--- config.mk ---
export PLATFORM = sky130hd
export DESIGN_NAME = fifo_with_max_search_and_trim
export DESIGN_NICKNAME = d
export VERILOG_FILES = /design/src/rtl/core/fmst_pkg.sv /design/src/rtl/core/fmst_ram.sv /design/src/rtl/core/fifo_with_max_search_and_trim.sv
export SDC_FILE = /design/constraint.sdc
export NUM_CORES = 1
export LEC_CHECK = 0
export BUFFER_PORTS_ARGS = -buffer_cell sky130_fd_sc_hd__clkbuf_2
export CAP_MARGIN = 30
export CORE_MARGIN = 2
export CORE_UTILIZATION = 30
export DETAILED_ROUTE_END_ITERATION = 10
export PLACE_DENSITY = 0.47
export SYNTH_ARGS = -nofsm -noshare
export SYNTH_HDL_FRONTEND = slang
export SYNTH_SLANG_ARGS = --single-unit
--- constraint.sdc ---
create_clock -name clk -period 6.8 [get_ports clk]
set_input_delay 0.68 -clock clk [delete_from_list [all_inputs] [get_ports clk]]
set_output_delay 0.68 -clock clk [all_outputs]
set_load 0.005 [all_outputs]
--- src/rtl/core/fmst_pkg.sv ---
// Shared types and codes for the max-search FIFO block.
// Used by fifo_with_max_search_and_trim and tb_top; depends on nothing.
`default_nettype none

package fmst_pkg;

  localparam int unsigned DEFAULT_DEPTH = 16;
  localparam int unsigned FIELD_W       = 32;
  localparam int unsigned FILL_W        = 5;

  typedef enum logic [1:0] {
    KIND_PUSH = 2'd0,
    KIND_POP  = 2'd1,
    KIND_FIND = 2'd2,
    KIND_TRIM = 2'd3
  } fmst_kind_t;

  typedef enum logic [1:0] {
    STAT_DONE  = 2'd0,
    STAT_EMPTY = 2'd1,
    STAT_FULL  = 2'd2
  } fmst_status_t;

  typedef enum logic [1:0] {
    ST_IDLE,
    ST_SCAN,
    ST_DONE
  } fmst_state_t;

  typedef struct packed {
    logic [1:0]                kind;
    logic [FIELD_W-1:0]        tag_in;
    logic signed [FIELD_W-1:0] value_in;
  } fmst_in_t;

  typedef struct packed {
    logic [1:0]                status;
    logic [FIELD_W-1:0]        tag_out;
    logic signed [FIELD_W-1:0] value_out;
    logic [FILL_W-1:0]         fill_count;
  } fmst_out_t;

endpackage

`default_nettype wire

--- src/rtl/core/fmst_ram.sv ---
// Generic single-write, single-read RAM with registered read data.
// Stand-alone; no package dependency.
`default_nettype none

module fmst_ram #(
  parameter int unsigned WIDTH = 64,
  parameter int unsigned DEPTH = 16,
  parameter int unsigned AW    = (DEPTH > 1) ? $clog2(DEPTH) : 1
) (
  input  wire logic             clk,
  input  wire logic             wr_en,
  input  wire logic [AW-1:0]    wr_addr,
  input  wire logic [WIDTH-1:0] wr_data,
  input  wire logic [AW-1:0]    rd_addr,
  output logic      [WIDTH-1:0] rd_data
);

  logic [WIDTH-1:0] mem [DEPTH];

  always_ff @(posedge clk) begin
    if (wr_en) begin
      mem[wr_addr] <= wr_data;
    end
    rd_data <= mem[rd_addr];
  end

endmodule

`default_nettype wire

--- src/rtl/core/fifo_with_max_search_and_trim.sv ---
// Ring-buffer FIFO of (tag, value) entries with max search and trim.
// Uses fmst_pkg for item types and codes, and fmst_ram for entry storage.
//
// Usage: in_data carries a command (push, pop, find max, trim to max) on a
// valid/ready channel; every command yields exactly one item on out_data
// with status, reported tag/value and the fill count after the command.
// Push and pop: the result is registered and shown the cycle after
// acceptance. Find and trim read the held entries through the single RAM
// read port, one per cycle, and compare each read entry with the best so
// far; the result then goes to the output register.
// The block takes one command at a time; in_ready is high only while no
// scan runs and the output register is free or being drained.
// If the receiver holds out_ready low, the result stays in the output
// register and no new command is accepted until it is taken.
// Reset (rst_n low at a clock edge) empties the queue and drops any pending
// result; stored entries are not cleared, as only held entries are read.
`default_nettype none

module fifo_with_max_search_and_trim #(
  parameter int unsigned DEPTH = fmst_pkg::DEFAULT_DEPTH
) (
  input  wire logic               clk,
  input  wire logic               rst_n,
  input  wire logic               in_valid,
  output logic                    in_ready,
  input  wire fmst_pkg::fmst_in_t in_data,
  output logic                    out_valid,
  input  wire logic               out_ready,
  output fmst_pkg::fmst_out_t     out_data
);

  import fmst_pkg::*;

  localparam int unsigned IW = $clog2(DEPTH);
  localparam int unsigned CW = $clog2(DEPTH + 1);
  localparam int unsigned EW = 2 * FIELD_W;

  // Control state
  fmst_state_t   state_r, state_nxt;
  logic [IW-1:0] head_r, head_nxt;
  logic [IW-1:0] tail_r, tail_nxt;
  logic [CW-1:0] cnt_r, cnt_nxt;
  logic          out_valid_r, out_valid_nxt;
  logic [CW-1:0] iss_off_r, iss_off_nxt;
  logic          cmp_vld_r, cmp_vld_nxt;

  // Scan datapath
  logic                      trim_r, trim_nxt;
  logic [IW-1:0]             rd_slot_r, rd_slot_nxt;
  logic [CW-1:0]             cmp_off_r, cmp_off_nxt;
  logic [IW-1:0]             cmp_slot_r, cmp_slot_nxt;
  logic [CW-1:0]             best_off_r, best_off_nxt;
  logic [IW-1:0]             best_slot_r, best_slot_nxt;
  logic [FIELD_W-1:0]        best_tag_r, best_tag_nxt;
  logic signed [FIELD_W-1:0] best_val_r, best_val_nxt;
  fmst_out_t                 out_data_r, out_data_nxt;

  // RAM port
  logic          ram_wr_en;
  logic [EW-1:0] ram_wr_data;
  logic [EW-1:0] ram_rd_data;

  logic                      out_free;
  logic                      in_fire;
  logic [FIELD_W-1:0]        rd_tag;
  logic signed [FIELD_W-1:0] rd_val;
  logic [CW+FILL_W-1:0]      fill_ext;

  fmst_ram #(
    .WIDTH (EW),
    .DEPTH (DEPTH),
    .AW    (IW)
  ) u_store (
    .clk     (clk),
    .wr_en   (ram_wr_en),
    .wr_addr (tail_r),
    .wr_data (ram_wr_data),
    .rd_addr (rd_slot_r),
    .rd_data (ram_rd_data)
  );

  function automatic logic [IW-1:0] ring_inc(input logic [IW-1:0] slot);
    ring_inc = (slot == IW'(DEPTH - 1)) ? '0 : slot + IW'(1);
  endfunction

  assign out_free    = !out_valid_r || out_ready;
  assign in_ready    = (state_r == ST_IDLE) && out_free;
  assign in_fire     = in_valid && in_ready;
  assign rd_tag      = ram_rd_data[EW-1:FIELD_W];
  assign rd_val      = $signed(ram_rd_data[FIELD_W-1:0]);
  assign ram_wr_data = {in_data.tag_in, in_data.value_in};
  assign out_valid   = out_valid_r;
  assign out_data    = out_data_r;

  always_comb begin
    state_nxt     = state_r;
    head_nxt      = head_r;
    tail_nxt      = tail_r;
    cnt_nxt       = cnt_r;
    out_valid_nxt = out_valid_r && !out_ready;
    iss_off_nxt   = iss_off_r;
    cmp_vld_nxt   = 1'b0;
    trim_nxt      = trim_r;
    rd_slot_nxt   = rd_slot_r;
    cmp_off_nxt   = cmp_off_r;
    cmp_slot_nxt  = cmp_slot_r;
    best_off_nxt  = best_off_r;
    best_slot_nxt = best_slot_r;
    best_tag_nxt  = best_tag_r;
    best_val_nxt  = best_val_r;
    out_data_nxt  = out_data_r;
    ram_wr_en     = 1'b0;
    fill_ext      = '0;

    unique case (state_r)
      ST_IDLE: begin
        if (in_fire) begin
          out_data_nxt.status    = STAT_DONE;
          out_data_nxt.tag_out   = '0;
          out_data_nxt.value_out = '0;
          unique case (fmst_kind_t'(in_data.kind))
            KIND_PUSH: begin
              if (cnt_r >= CW'(DEPTH)) begin
                out_data_nxt.status = STAT_FULL;
              end else begin
                ram_wr_en = 1'b1;
                tail_nxt  = ring_inc(tail_r);
                cnt_nxt   = cnt_r + CW'(1);
              end
              out_valid_nxt = 1'b1;
            end
            KIND_POP: begin
              if (cnt_r == '0) begin
                out_data_nxt.status = STAT_EMPTY;
              end else begin
                head_nxt = ring_inc(head_r);
                cnt_nxt  = cnt_r - CW'(1);
              end
              out_valid_nxt = 1'b1;
            end
            KIND_FIND, KIND_TRIM: begin
              if (cnt_r == '0) begin
                out_data_nxt.status = STAT_EMPTY;
                out_valid_nxt       = 1'b1;
              end else begin
                // Start the scan at the head
                trim_nxt    = (fmst_kind_t'(in_data.kind) == KIND_TRIM);
                rd_slot_nxt = head_r;
                iss_off_nxt = '0;
                state_nxt   = ST_SCAN;
              end
            end
            default: ;
          endcase
          fill_ext                = {{FILL_W{1'b0}}, cnt_nxt};
          out_data_nxt.fill_count = fill_ext[FILL_W-1:0];
        end
      end

      ST_SCAN: begin
        // Issue one read a cycle; its data is compared in the next cycle
        if (iss_off_r < cnt_r) begin
          cmp_vld_nxt  = 1'b1;
          cmp_off_nxt  = iss_off_r;
          cmp_slot_nxt = rd_slot_r;
          rd_slot_nxt  = ring_inc(rd_slot_r);
          iss_off_nxt  = iss_off_r + CW'(1);
        end
        if (cmp_vld_r) begin
          // Strictly greater keeps the earliest of equal maxima
          if (cmp_off_r == '0 || rd_val > best_val_r) begin
            best_off_nxt  = cmp_off_r;
            best_slot_nxt = cmp_slot_r;
            best_tag_nxt  = rd_tag;
            best_val_nxt  = rd_val;
          end
          if (cmp_off_r == cnt_r - CW'(1)) begin
            cmp_vld_nxt = 1'b0;
            state_nxt   = ST_DONE;
          end
        end
      end

      ST_DONE: begin
        if (out_free) begin
          if (trim_r) begin
            head_nxt = best_slot_r;
            cnt_nxt  = cnt_r - best_off_r;
          end
          out_data_nxt.status     = STAT_DONE;
          out_data_nxt.tag_out    = best_tag_r;
          out_data_nxt.value_out  = best_val_r;
          fill_ext                = {{FILL_W{1'b0}}, cnt_nxt};
          out_data_nxt.fill_count = fill_ext[FILL_W-1:0];
          out_valid_nxt           = 1'b1;
          state_nxt               = ST_IDLE;
        end
      end

      default: state_nxt = ST_IDLE;
    endcase
  end

  always_ff @(posedge clk) begin
    if (!rst_n) begin
      state_r     <= ST_IDLE;
      head_r      <= '0;
      tail_r      <= '0;
      cnt_r       <= '0;
      out_valid_r <= 1'b0;
      iss_off_r   <= '0;
      cmp_vld_r   <= 1'b0;
    end else begin
      state_r     <= state_nxt;
      head_r      <= head_nxt;
      tail_r      <= tail_nxt;
      cnt_r       <= cnt_nxt;
      out_valid_r <= out_valid_nxt;
      iss_off_r   <= iss_off_nxt;
      cmp_vld_r   <= cmp_vld_nxt;
    end
  end

  always_ff @(posedge clk) begin
    trim_r      <= trim_nxt;
    rd_slot_r   <= rd_slot_nxt;
    cmp_off_r   <= cmp_off_nxt;
    cmp_slot_r  <= cmp_slot_nxt;
    best_off_r  <= best_off_nxt;
    best_slot_r <= best_slot_nxt;
    best_tag_r  <= best_tag_nxt;
    best_val_r  <= best_val_nxt;
    out_data_r  <= out_data_nxt;
  end

`ifndef SYNTHESIS
  a_cnt_bound: assert property (@(posedge clk) disable iff (!rst_n)
    cnt_r <= CW'(DEPTH))
    else $error("entry count exceeds depth");

  a_ready_idle: assert property (@(posedge clk) disable iff (!rst_n)
    in_ready |-> (state_r == ST_IDLE))
    else $error("input ready while a scan is in progress");

  a_cmp_in_range: assert property (@(posedge clk) disable iff (!rst_n)
    cmp_vld_r |-> (cmp_off_r < cnt_r) && (state_r == ST_SCAN))
    else $error("scan compares an entry beyond the held count");

  a_best_in_range: assert property (@(posedge clk) disable iff (!rst_n)
    (state_r == ST_DONE) |-> (best_off_r < cnt_r))
    else $error("maximum offset beyond the held count");

  a_push_count: assert property (@(posedge clk) disable iff (!rst_n)
    in_fire && (in_data.kind == KIND_PUSH) && (cnt_r < CW'(DEPTH))
    |=> (cnt_r == $past(cnt_r) + CW'(1)))
    else $error("accepted push did not grow the queue");
`endif

endmodule

`default_nettype wire

==> results of run 1 <==
[cell usage in the layout, fill, tap and decap left out, drive strengths merged, types with 3 or more instances in the layout]
cell / n
ha: 53
xnor2: 14
a21o: 7
a31oi: 6
nor2: 62
xor2: 5
o22ai: 3
clkinv: 59
a21boi: 4
buf: 60
nand3: 12
clkbuf: 312
o211ai: 3
diode: 5
mux2i: 263
a221oi: 132
and4: 3
nand2: 100
dfxtp: 86
nor4: 4
nor3: 10
edfxtp: 1182
and2: 38
o21ai: 82
a311oi: 3
bufinv: 18
a211o: 3
a21oi: 30
clkinvlp: 4
nand4: 5
a22oi: 63
inv: 59
nand2b: 7
mux4: 128
nor2b: 9
[flip-flops by register name (all words and copies together), names as in the netlist, 2 cells and up]
register,flops
u_store.mem,1024
out_data,71
u_store.rd_data,64
best_tag_r,32
best_val_r,32
best_off_r,5
cmp_off_r,5
cnt_r,5
iss_off_r,5
best_slot_r,4
cmp_slot_r,4
head_r,4
rd_slot_r,4
tail_r,4
state_r,2
[cell families (layout without fill, tap and decap cells)]
family,Yosys count,count (layout),share of synthesized area
other,0,5,0
xor gates and xnor gates,19,19,0.003455
adders and majority gates,54,54,0.01419
buffers and inverters,183,512,0.01616
muxes,392,392,0.1148
AOI/OAI and AO/OA,349,349,0.05269
and+or+nand+nor,259,259,0.02598
DFF,1268,1268,0.7728
[metal layers]
| layer | vias to the layer above | part of all wire | GRT usage |
|---|---|---|---|
| li1 | 10670 | - | - |
| met1 | 12640 | 0.45 | 0.1955 |
| met2 | 641 | 0.47 | 0.2301 |
| met3 | 178 | 0.052 | 0.03075 |
| met4 | 8 | 0.022 | 0.04281 |
| met5 | - | 0.00046 | 0 |
[cells in the mapped netlist, types with 5 or more instances]
master,n,share of area
nor2_1,61,0.0048
ha_1,53,0.014
xor2_1,5,0.00091
a31oi_1,6,0.00078
a21o_1,7,0.0011
nand3_1,11,0.0011
buf_1,19,0.0015
nor3_1,6,0.00062
buf_2,43,0.0045
dfxtp_1,86,0.036
inv_1,51,0.0040
nand2_1,100,0.0078
xnor2_1,14,0.0025
a21oi_1,29,0.0030
mux2i_1,263,0.055
and2_1,38,0.0049
a22oi_1,63,0.0098
nand4_1,5,0.00065
nor2b_1,9,0.0012
nand2b_1,7,0.00091
clkbuf_1,61,0.0048
o21ai_0,78,0.0081
buf_4,6,0.00094
mux4_2,128,0.060
edfxtp_1,1182,0.74
a221oi_1,132,0.024
[layout make-up]
| type | instances | area share |
|---|---|---|
| inverter | 52 | 0.003493 |
| sequential | 1268 | 0.6575 |
| clock buffer | 170 | 0.06480 |
| antenna | 5 | 0.0002211 |
| timing repair buffer | 202 | 0.02640 |
| clock inverter | 88 | 0.01934 |
| multi-input combinational | 1073 | 0.1821 |
| tap | 2086 | 0.04611 |
[per-stage QoR]
| step | util | hold WS (ns) |
|---|---|---|
| 2_1_floorplan | - | 0.3855 |
| 3_3_place_gp | 0.3217 | 0.3879 |
| 3_5_place_dp | 0.3233 | 0.3895 |
| 4_1_cts | 0.3531 | 0.2363 |
| 5_1_grt | 0.3537 | 0.3031 |
| 6_report | 0.3537 | 0.3064 |
[report_power, final]
group	switching [mW]	total (mW)	internal, mW
registers	0.0521	8.70	8.64
clock network	3.15	7.73	4.58
logic	0.549	0.861	0.312
[worst min-delay path, stage by stage]
cell,delay [ns]
clkbuf_2,0.11
nand3_2,0.17
a21oi_1,0.09
[how the worst max path moves through the flow]
stage / startpoint / endpoint / slack, ns / depth (start not counted)
2_1_floorplan: in_data[64] / u_store.mem[3][0]$_DFFE_PP_ / 0.13 / 7
3_3_place_gp: best_val_r[14]$_DFFE_PP_ / best_tag_r[1]$_DFFE_PP_ / 2.06 / 10
3_5_place_dp: best_val_r[14]$_DFFE_PP_ / best_tag_r[1]$_DFFE_PP_ / 2.24 / 11
4_1_cts: best_val_r[14]$_DFFE_PP_ / best_tag_r[5]$_DFFE_PP_ / 2.19 / 11
5_1_grt: best_val_r[14]$_DFFE_PP_ / best_tag_r[5]$_DFFE_PP_ / 2.17 / 11
6_report: best_val_r[14]$_DFFE_PP_ / best_tag_r[5]$_DFFE_PP_ / 2.23 / 11
==> run metrics, run 1 <==
drt pass-1 iters 8; Worst setup EP type register; Buf+Inv Stages, Crit Path 3; Lkg Pwr around 19 nW; Worst-path clk slew about 0.06 ns; die area 0.1638 sq mm; DRC 0; Non-Filler Instances 4944; hold endpoint state_r[0]$_SDFFE_PN0P_; Post-synth EDFFs 1182; HP Start in_valid; vias post-DR between 20000 and 25000; Post-synth ARST share 0; worst r2r path cells 11; crit path time final 4.566 ns; Port Buf Inserts roughly 140; global-route wire length before repair ~170000 microns; Least-Margin Pin Slew 1.037 ns; Yosys cell types 60; Die Ht just over 400 microns; Mapped Area 0.04816 sq mm; Root Driver clkbuf_16; register bit total from synthesis 1268; Ys Warns 0; final setup TNS 0 ns; Post-Place Worst Slack 2.238 ns; ys flop type edfxtp_1; clk buf depth 3; largest net degree at the start of global routing 115; crit path launch type register; sequential share of the synthesized area 0.7728; Critical Path, Cell by Cell inv_1, ha_1, nand4_1, nor4_1, a21bo_2, o211ai_1, a31oi_1, xnor2_1, o22ai_4, buf_4, buf_16; outcome completed; area grow syn2layout 17.52%; Die X between 400 and 500 microns; worst-path maximum fanout 36; R2R Path End best_tag_r[5]$_DFFE_PP_; cts hold-fix bufs 0; Detail Route Antenna Nets 0; CP top delay family compound AO/OA/AOI/OAI gates; Slew Limit Headroom 0.3020; post-cts resize count 0; RSZ-0062 raised after global routing false; clock tree from TritonCTS yes; nets@finish 2861; Via density 4.884; syn avg cell area 19.08 sq um; Cells after Synth 2524; # Post-CTS Setup Buffers 0; drt first-iter violations 1751; worst vdd ir 0.0002657 V; worst skew pair latency 0.79 ns; Required @ worst endpoint 7.21 ns; WL final 117800 microns; hpwl dp 67650 microns; Pins Over Slew Limit 0; CTS sink cnt 1268; final hold vios 0; H-tree levels 4; initial antenna violation count 21; hold depth 3; share of cells above drive strength 1 0.1994; Power Density 305.5 mW/mm^2; max incr delay on CP 0.94 ns; # fillers 14800; Final Cell Area 0.05660 sq mm; total gr overflow 0; CP Class register to register; core area ~0.16 sq mm; Net Count, Synth around 2600; Placed Instances about 4700; routed len/inst 23.82 microns; multi-input logic area 0.01031 sq mm; Starting Density 0.3010; Worst Path Arrival 4.98 ns; vias in the first global route 25170; hold crit path type primary input to register; clock skew 0.03999 ns; DP Area 0.05174 sq mm; flop-to-flop setup slack 2.23 ns; Crit-path slowest cell nor4_1; Total GRT Usage 0.1435; FP Rows 147; fmax 0.2190 GHz; gpl congestion 0.7408; Max Cap Violations 0; Register Area 0.03722 sq mm; r2r startpoint best_val_r[14]$_DFFE_PP_; TritonCTS buffer count 140; total power draw 17.29 mW; Final period util 0.6714; final worst slack 2.234 ns; endpoints failing setup 0; Ports around 140
No activity file was read; power rests on OpenSTA's default activity.
==> run 2: changes to the inputs <==
- ABC_AREA: not set -> 1
- PLACE_DENSITY: 0.47 -> 0.45
- clock period: 6.8 -> 4.4 ns (I/O delays scaled with it)
==> run 2 against run 1 <==
Non-clock buffer count increased by 27; register-to-register slack lost 0.71 ns; first-iteration DRC count increased by 33%; global-route usage increased by 2.5 points; power grew 71%; hold slack got worse by 0.23 ns; largest cell class unchanged; largest power group unchanged.
==> run metrics, run 2 <==
outcome completed; Die Ht 405.7 microns (+0.25%); drt pass-1 iters 7 (-1); final setup TNS 0 ns (unchanged); Crit-path slowest cell nor2_4; clock skew 0.03770 ns (-0.002290 ns); clk buf depth 3 (unchanged); top cells by count, synth edfxtp_1 (1182), nand2_1 (519), nor2_1 (365), o21ai_0 (279), a21oi_1 (182); register bit total from synthesis 1268 (unchanged); Critical Path, Cell by Cell nor2_4, inv_2, nor2_4, nand2_4, nor2_4, nand2_1, nor2_4, buf_12; Mapped Area 0.04841 sq mm (+0.51%); share of cells above drive strength 1 0.1294 (-0.07005); nets@finish 3824 (+34%); CP Class register to register; commonest non-fill, non-tap cells in the layout edfxtp_1 (1182), nand2_1 (518), nor2_1 (350); Die X 405.7 microns (+0.25%); max incr delay on CP 0.67 ns (-0.27 ns); Port Buf Inserts 142 (unchanged); Root Driver clkbuf_16; die area 0.1646 sq mm (+0.51%); vias post-DR 29080 (+20%); clock tree from TritonCTS yes; Post-synth EDFFs 1182 (unchanged); WL final 139300 microns (+18%); post-cts resize count 0 (unchanged); DRC 0 (unchanged); post-synthesis xor/xnor area fraction 0.001990 (-0.001465); most numerous cell in the Yosys netlist edfxtp_1; Required @ worst endpoint 4.82 ns (-2.39 ns); core area 0.1604 sq mm (+0.23%); Via density 4.861 (-0.47%); max reg flops 1024 (unchanged); share of the synthesized area in the top cell type 0.7333 (-0.003772); Yosys cell types 47 (-22%); ys flop type edfxtp_1; Final Cell Area 0.05693 sq mm (+0.58%); Top reg by flops u_store.mem; CTS sink cnt 1268 (unchanged); Max Cap Violations 0 (unchanged); # Post-CTS Setup Buffers 0 (unchanged); TritonCTS buffer count 141 (+0.71%); worst setup path start state_r[0]$_SDFFE_PN0P_; routed len/inst 23.29 microns (-2.2%); Worst-path clk slew 0.06 ns (about the same); Buf+Inv Stages, Crit Path 2 (-1); H-tree levels 4 (unchanged); global-route wire length before repair 202400 microns (+18%); post-synthesis compound-gate area fraction 0.09111 (+0.03842); sequential share of the synthesized area 0.7688 (-0.003955); total gr overflow 0 (unchanged); HP Start in_data[19]; FP Rows 147 (unchanged); DP Area 0.05210 sq mm (+0.69%); largest family of logic cells by synthesized area simple AND/OR/NAND/NOR gates; hold crit path type primary input to register; hpwl dp 74420 microns (+10%); post-layout util 0.3549 (+0.001233); worst skew pair latency 0.77 ns (-0.02 ns); largest net degree at the start of global routing 165 (+43%); r2r startpoint state_r[0]$_SDFFE_PN0P_; area grow syn2layout 17.60% (about the same); crit path launch type register; mux share of post-synthesis cell area 0.0002326 (-0.1145); crit path time final 2.880 ns (-1.686 ns); worst vdd ir 0.0003826 V (+44%); Slew Limit Headroom 0.3927 (+0.09064); CP top delay family simple AND/OR/NAND/NOR gates; post-synthesis adder-cell area fraction 0.01411 (-0.00007260); worst-path maximum fanout 29 (-19%); gpl congestion 0.7420 (+0.16%); Worst Path Arrival 3.30 ns (-1.68 ns); most common cell after layout, fill and taps aside edfxtp_1; endpoints failing setup 0 (unchanged); Worst setup EP type register; Yosys top cell by area edfxtp_1; Power Density 519.7 mW/mm^2 (+70%); Net Count, Synth 3656 (+38%); Detail Route Antenna Nets 0 (unchanged); Lkg Pwr 19.43 nW (+1.9%); initial antenna violation count 11 (-48%); Starting Density 0.3018 (+0.0008544); Ports 143 (unchanged); syn avg cell area 13.71 sq um (-28%); Post-synth ARST share 0 (unchanged); Final period util 0.6545 (-0.01692); Pins Over Slew Limit 0 (unchanged); fmax 0.3472 GHz (+59%); vias in the first global route 28960 (+15%); drt first-iter violations 2327 (+33%); final hold vios 0 (unchanged); main area contributors after synthesis edfxtp_1 (73%), nand2_1 (4.0%), dfxtp_1 (3.6%), o21ai_0 (2.9%), nor2_1 (2.8%); total power draw 29.59 mW (+71%); Total GRT Usage 0.1684 (+0.02491); Least-Margin Pin Slew 0.9110 ns (-0.1264 ns); Ys Warns 0 (unchanged); RSZ-0062 raised after global routing false; Cells after Synth 3532 (+40%); Simple-Gate Fraction of Synth Area 0.09515 (+0.06917); CP dominant cell by count nor2_4
## run 2: cell count changes after synthesis, moves of 55 or more
cell and delta:
mux2i_1 -263, a22oi_1 -63, o22ai_1 +74, nor2_1 +304
nand3_1 +116, a21oi_1 +153, nand2_1 +419, nand4_1 +55
mux4_2 -128, o221ai_1 +55, o21ai_0 +201, inv_1 +65
a221oi_1 -59, o21ai_1 +69
## run 2: metrics by stage
step	hold WS, ns	instances	setup WS [ns]
after global routing	0.05106	5981	1.432
after global placement	0.3878	5712	1.200
after floorplan	0.3855	3532	0.04885
final	0.07827	5982	1.520
after detailed placement	0.3906	5715	1.199
after CTS	0.02911	5977	1.486
## run 2: final timing paths
kind                                         to  slack [ns]  depth (start not counted)
setup / recovery  u_store.mem[15][26]$_DFFE_PP_        1.52                          8
hold / removal     u_store.mem[8][19]$_DFFE_PP_        0.08                          1
setup reg to reg  u_store.mem[15][26]$_DFFE_PP_        1.52                          8
hold reg to reg        best_tag_r[27]$_DFFE_PP_        0.40                          0
## run 2: logic make-up (layout without fill, tap and decap cells)
group / Yosys count / after routing
multiplexers: 1 / 1
other: 0 / 4
AO/OA/AOI/OAI: 757 / 757
AND/OR/NAND/NOR: 1108 / 1108
buffers and inverters: 333 / 619
flip-flops: 1268 / 1268
XOR/XNOR: 11 / 11
adder cells (fa/ha/maj): 54 / 54
## run 2: metal layers
metal,GRT usage,vias to the layer above,part of all wire
met5,0,-,0.00024
met4,0.05381,8,0.026
met3,0.03293,225,0.049
met2,0.2708,704,0.47
met1,0.2288,14710,0.45
li1,-,13430,-
## run 2: power breakdown
part | switching, mW | total [mW] | internal, mW
logic | 2.53 | 3.56 | 1.03
registers | 0.204 | 13.9 | 13.7
clock network | 4.95 | 12.1 | 7.19
## run 2: final cells by class
cell class,count,area (sq um)
Sequential cell,1268,37220
Timing Repair Buffer,229,1764
Multi-Input combinational cell,1931,9950
Clock buffer,187,3959
Clock inverter,74,819.5
Fill cell,15700,103500
Inverter,129,505.5
Tap cell,2160,2703
Antenna cell,4,10.01
## run 2: repair_timing
| item | CTS | global route |
|---|---|---|
| endpoints found under the hold margin | 1 | 0 |
| hold buffers | 1 | 0 |
| setup endpoints to repair | 0 | 0 |
## run 2: worst reg2reg max path: cells and delay by family (launching register included)
family                 cells  cell delay (ns)
buffers and inverters      2             0.42
flip-flops                 1             0.37
AND/OR/NAND/NOR            6             1.73
